[src/sv/first_fit_block_allocator_unit_assert.svh]
// assertion macros shared by the allocator rtl
`ifndef FIRST_FIT_BLOCK_ALLOCATOR_UNIT_ASSERT_SVH
`define FIRST_FIT_BLOCK_ALLOCATOR_UNIT_ASSERT_SVH

`ifndef SYNTHESIS

// property that must hold at every edge out of reset
`define FFBA_ASSERT(lbl, clk, rstn, prop) \
  lbl: assert property (@(posedge clk) disable iff (!rstn) (prop)) \
    else $error("allocator assertion failed");

// consequence that must hold in the cycle after the trigger
`define FFBA_ASSERT_NEXT(lbl, clk, rstn, ante, cons) \
  lbl: assert property (@(posedge clk) disable iff (!rstn) (ante) |=> (cons)) \
    else $error("allocator assertion failed");

`else

`define FFBA_ASSERT(lbl, clk, rstn, prop)
`define FFBA_ASSERT_NEXT(lbl, clk, rstn, ante, cons)

`endif

`endif

[src/sv/ffba_pkg.sv]
`timescale 1ns / 1ps

package ffba_pkg;

  // defaults for the top level parameters
  localparam int MAX_BLOCKS_DEF   = 64;
  localparam int HEADER_BYTES_DEF = 24;
  localparam int ADDR_WIDTH_DEF   = 32;

  // fixed field widths
  localparam int DATA_W   = 32;
  localparam int STATUS_W = 2;
  localparam int CFG_IDX_W = 1;

  // configuration register reset values
  localparam logic [DATA_W-1:0] ARENA_BASE_RST  = 32'd0;
  localparam logic [DATA_W-1:0] ARENA_LIMIT_RST = 32'd65536;

  // request modes
  localparam logic MODE_ALLOC = 1'b0;
  localparam logic MODE_FREE  = 1'b1;

  // configuration register indexes
  typedef enum logic [CFG_IDX_W-1:0] {
    REG_ARENA_BASE  = 1'b0,
    REG_ARENA_LIMIT = 1'b1
  } cfg_reg_t;

  // result status codes
  typedef enum logic [STATUS_W-1:0] {
    STAT_OK      = 2'd0,
    STAT_ZERO    = 2'd1,
    STAT_SPACE   = 2'd2,
    STAT_UNKNOWN = 2'd3
  } status_t;

  // request broadcast to every cell during a scan
  typedef struct packed {
    logic              mode;
    logic [DATA_W-1:0] size;
    logic [DATA_W-1:0] addr;
  } req_t;

  // search token control passed from cell to cell
  typedef struct packed {
    logic vld;
    logic hit;
  } link_ctl_t;

endpackage

[src/sv/ffba_cell.sv]
`timescale 1ns / 1ps

module ffba_cell #(
  parameter int ADDR_WIDTH = ffba_pkg::ADDR_WIDTH_DEF
) (
  input  logic                        clk,
  input  logic                        rst_n,
  input  logic                        in_range,
  input  ffba_pkg::req_t              req,
  input  ffba_pkg::link_ctl_t         lnk_in_ctl,
  input  logic [ADDR_WIDTH-1:0]       lnk_in_pay,
  input  logic                        wr_sel,
  input  logic [ADDR_WIDTH-1:0]       wr_pay,
  input  logic [ffba_pkg::DATA_W-1:0] wr_size,
  output ffba_pkg::link_ctl_t         lnk_out_ctl,
  output logic [ADDR_WIDTH-1:0]       lnk_out_pay
);

  // one table entry: payload address, recorded size, free flag
  logic [ADDR_WIDTH-1:0]       pay_r;
  logic [ffba_pkg::DATA_W-1:0] size_r;
  logic                        free_r;

  ffba_pkg::link_ctl_t   lnk_ctl_r;
  logic [ADDR_WIDTH-1:0] lnk_pay_r;

  logic [ADDR_WIDTH+ffba_pkg::DATA_W-1:0] pay_ext;
  logic                                   match;
  logic                                   take;

  // entry match against the broadcast request
  always_comb begin
    pay_ext = {{ffba_pkg::DATA_W{1'b0}}, pay_r};
    if (req.mode == ffba_pkg::MODE_ALLOC) begin
      match = free_r && (size_r >= req.size);
    end else begin
      match = (pay_ext[ffba_pkg::DATA_W-1:0] == req.addr);
    end
    take = lnk_in_ctl.vld && !lnk_in_ctl.hit && in_range && match;
  end

  // token stage towards the next cell
  always_ff @(posedge clk) begin
    if (!rst_n) begin
      lnk_ctl_r <= '0;
    end else begin
      lnk_ctl_r.vld <= lnk_in_ctl.vld;
      lnk_ctl_r.hit <= lnk_in_ctl.hit || take;
    end
  end

  always_ff @(posedge clk) begin
    lnk_pay_r <= take ? pay_r : lnk_in_pay;
  end

  // entry update: append write or flag change on a hit
  always_ff @(posedge clk) begin
    if (wr_sel) begin
      pay_r  <= wr_pay;
      size_r <= wr_size;
      free_r <= 1'b0;
    end else if (take) begin
      free_r <= (req.mode == ffba_pkg::MODE_FREE);
    end
  end

  assign lnk_out_ctl = lnk_ctl_r;
  assign lnk_out_pay = lnk_pay_r;

endmodule

[config.mk]
export PLATFORM = sky130hd
export DESIGN_NAME = ffba_cell
export DESIGN_NICKNAME = d
export VERILOG_FILES = /design/src/sv/first_fit_block_allocator_unit_assert.svh /design/src/sv/ffba_pkg.sv /design/src/sv/ffba_cell.sv
export SDC_FILE = /design/constraint.sdc
export NUM_CORES = 1
export LEC_CHECK = 0
export ABC_AREA = 1
export BUFFER_PORTS_ARGS = -buffer_cell sky130_fd_sc_hd__buf_4
export CAP_MARGIN = 15
export CORE_MARGIN = 8
export CORE_UTILIZATION = 48
export CTS_CLUSTER_SIZE = 20
export DETAILED_ROUTE_END_ITERATION = 10
export GPL_ROUTABILITY_DRIVEN = 0
export GPL_TIMING_DRIVEN = 0
export MAX_ROUTING_LAYER = met4
export PLACE_DENSITY = 0.8
export SYNTH_ARGS = -nofsm -noshare
export SYNTH_HDL_FRONTEND = slang
export SYNTH_SLANG_ARGS = --single-unit
[constraint.sdc]
create_clock -name clk -period 2.48 [get_ports clk]
set_input_delay 0 -clock clk [delete_from_list [all_inputs] [get_ports clk]]
set_output_delay 0 -clock clk [all_outputs]
set_load 0.1 [all_outputs]
==> impl_metrics.json <==
{
  "status": "finished, final reports clean",
  "place_inst": 773,
  "nFillCells": 573,
  "grt_max_degree": 66,
  "die-area_um2": 13100,
  "num_rows": 36,
  "finalSetupViolations": 0,
  "ir_drop_mv": 0.412,
  "ioPinCount": 201,
  "slew_headroom": 0.415,
  "synth_top_area_cell": "edfxtp_1",
  "cts_tree": "yes",
  "p_sw_frac": 0.293,
  "fmax_ghz": 0.456,
  "core_um2": 9590,
  "drc": 0,
  "grt_overflow": 0,
  "clk_latency_ns": 0.38,
  "p_switching_mw": 1.20,
  "clkSlewWorstSetupHoldPaths_ns": 0.10,
  "dr.first_iter.drc_count": 202,
  "synth_fp_nets": 639,
  "final_nets": 954,
  "worstPathCellList": "ha_4 -> nand2_1 -> inv_2 -> nand2_2 -> nor2_2 -> nor2_1 -> nand2_1 -> nand2_1 -> nand2_2 -> nand2_1 -> nand2_1 -> nand2_1 -> nand2_2 -> nand2_4 -> buf_4 -> buf_4 -> nand2_1 -> nand2_1",
  "grt_pass1_vias": 4733,
  "maxSlewViolCount": 0,
  "period_share": 0.884,
  "grt_pass1_wl_um": 22800,
  "seq_area_frac_synth": 0.564,
  "crit_type": "register to register",
  "worst_pin_slew_ns": 0.877,
  "setup.worst_path.start": "size_r[7]",
  "initial_utilization": 0.485,
  "wl_per_cell_um": 16.8,
  "powerDensity_nw_per_um2": 540,
  "hold_viol_final": 0,
  "clock-sinks": 99,
  "cts_buffer_depth": 2,
  "synth.most_common_cell": "nand2_1",
  "drv_cap": 0,
  "dieHeight_um": 114,
  "area_delta_synth_final_pct": 63.7,
  "pwr-share-comb": 0.251,
  "cts_max_level": 3,
  "synth_area_leaders": "edfxtp_1, dfxtp_1, nand2_1",
  "startpoint_type": "register",
  "leakagePower_nw": 3.63,
  "crit_arrival_ns": 2.47,
  "syn_area_um2": 4650,
  "avgViaCountPerCell": 4.69,
  "ys_seq_elements": 99,
  "fin_crit_ns": 2.19,
  "critPathMaxFanout": 10,
  "synthTopCellsByCount": "nand2_1, edfxtp_1, inv_1, dfxtp_1, ha_1",
  "final_cells": 895,
  "power_frac_seq": 0.474,
  "critPathMostFrequentCell": "nand2_1",
  "synthCells": 440,
  "syn_area_per_cell_um2": 10.6,
  "hp-class": "input pin to register",
  "drt_wl_total_um": 15000,
  "synth_enable_flop_cells": 64,
  "rsz0062_at_grt": "false",
  "required_ns": 2.76,
  "worstSetupEndpointType": "register",
  "cp_slowest_cell": "edfxtp_1",
  "num_vias": 4195,
  "skew_ns": 0.0189,
  "fp.dieW_um": 114,
  "setup_tns_ns": 0,
  "p_int_mw": 2.91,
  "ys_async_sr_fraction": 0,
  "r2r_start": "size_r[7]",
  "antenna_found_initial": 1,
  "cts_root_buf": "clkbuf_8",
  "synth_top_cell_area_share": 0.413,
  "utilization": 0.794,
  "synth_warnings": 0,
  "min_from": "in_range",
  "place_hpwl_um": 9800,
  "antenna_left": 0,
  "drive_gt1_frac": 0.350,
  "synth.distinct_cells": 28,
  "port_buffers": 200,
  "clkPwrFrac": 0.275,
  "ys.flop_type": "edfxtp_1",
  "grt.total_usage": 0.237,
  "dr.pass1.iters": 4,
  "cpPeakStageDelay_ns": 0.42,
  "cts-buffers-inserted": 9
}
power groups by stage:
stage	clock [mW]	sequential, mW	combinational, mW
floorplan	0	2.22	0.271
global placement	0	1.97	0.850
detailed placement	0	1.98	0.873
CTS	1.15	1.94	1.01
global route	1.21	1.96	1.11
finish	1.13	1.95	1.03
cells in the final DEF (no fill, tap or decap), drive strengths merged:
cell type    count
a21boi           1
a21o             1
a21oi           15
buf            212
clkbuf          13
clkinv           3
dfxtp           35
diode            2
dlygate4sd3    101
edfxtp          64
ha              32
inv             59
nand2          134
nand3           30
nand4            4
nor2            15
nor3             2
o21a             2
o21ai            9
xnor2           28
metal layers:
metal | GRT usage | share of wire
met2 | 0.421 | 0.54
met3 | 0.0491 | 0.054
met5 | - | 0
met1 | 0.226 | 0.36
met4 | 0.169 | 0.046
cell families after synthesis:
kind of cell / after synthesis / synth area share
buffers and inverters: 68 / 0.0745
AO/OA/AOI/OAI: 28 / 0.0331
flip-flops: 99 / 0.564
XOR/XNOR: 28 / 0.0527
AND/OR/NAND/NOR: 185 / 0.190
adder cells (fa/ha/maj): 32 / 0.0861
layout make-up:
class	instances	area, um2	area share
antenna	2	5.00	0.000657
sequential	99	2620	0.344
buffer	9	124	0.0163
multi-input combinational	273	1710	0.225
clock buffer	13	203	0.0266
timing repair buffer	304	2530	0.333
inverter	59	223	0.0292
tap	133	166	0.0218
clock inverter	3	23.8	0.00312
state kept, by name (all words and copies together) (netlist names):
register	cells
lnk_out_pay	32
pay_r	32
size_r	32
lnk_out_ctl	2
free_r	1
stage by stage:
step           setup WS (ns)  instance area, um2  total power [mW]  hold WS, ns
6_report               0.287                7620              4.11        0.198
3_5_place_dp           0.417                6320              2.85        0.179
4_1_cts               0.0745                7560              4.10        0.189
2_1_floorplan          0.716                4650              2.50       0.0691
3_3_place_gp           0.504                6320              2.82        0.178
5_1_grt                0.118                7610              4.27        0.234
path summary, 6_finish.rpt:
kind              cells past startpoint         endpoint  slack (ns)
setup reg to reg                     18  lnk_out_pay[20]        0.29
hold / removal                        6           free_r        0.20
setup / recovery                     18  lnk_out_pay[20]        0.29
hold reg to reg                       2           free_r        0.48
critical path: cells and delay by family (launching register included):
family / cells / cell delay, ns
and+or+nand+nor: 14 / 1.00
adders and majority gates: 1 / 0.29
DFF: 1 / 0.42
buffers and inverters: 3 / 0.39
timing repair:
item | CTS | global route
endpoints found under the hold margin | 99 | 1
endpoints found under the setup margin | 0 | 1
hold buffers | 101 | 1
buffers inserted | 0 | 3
gates resized for setup | 0 | 5
(Power assumes the default switching activity.)
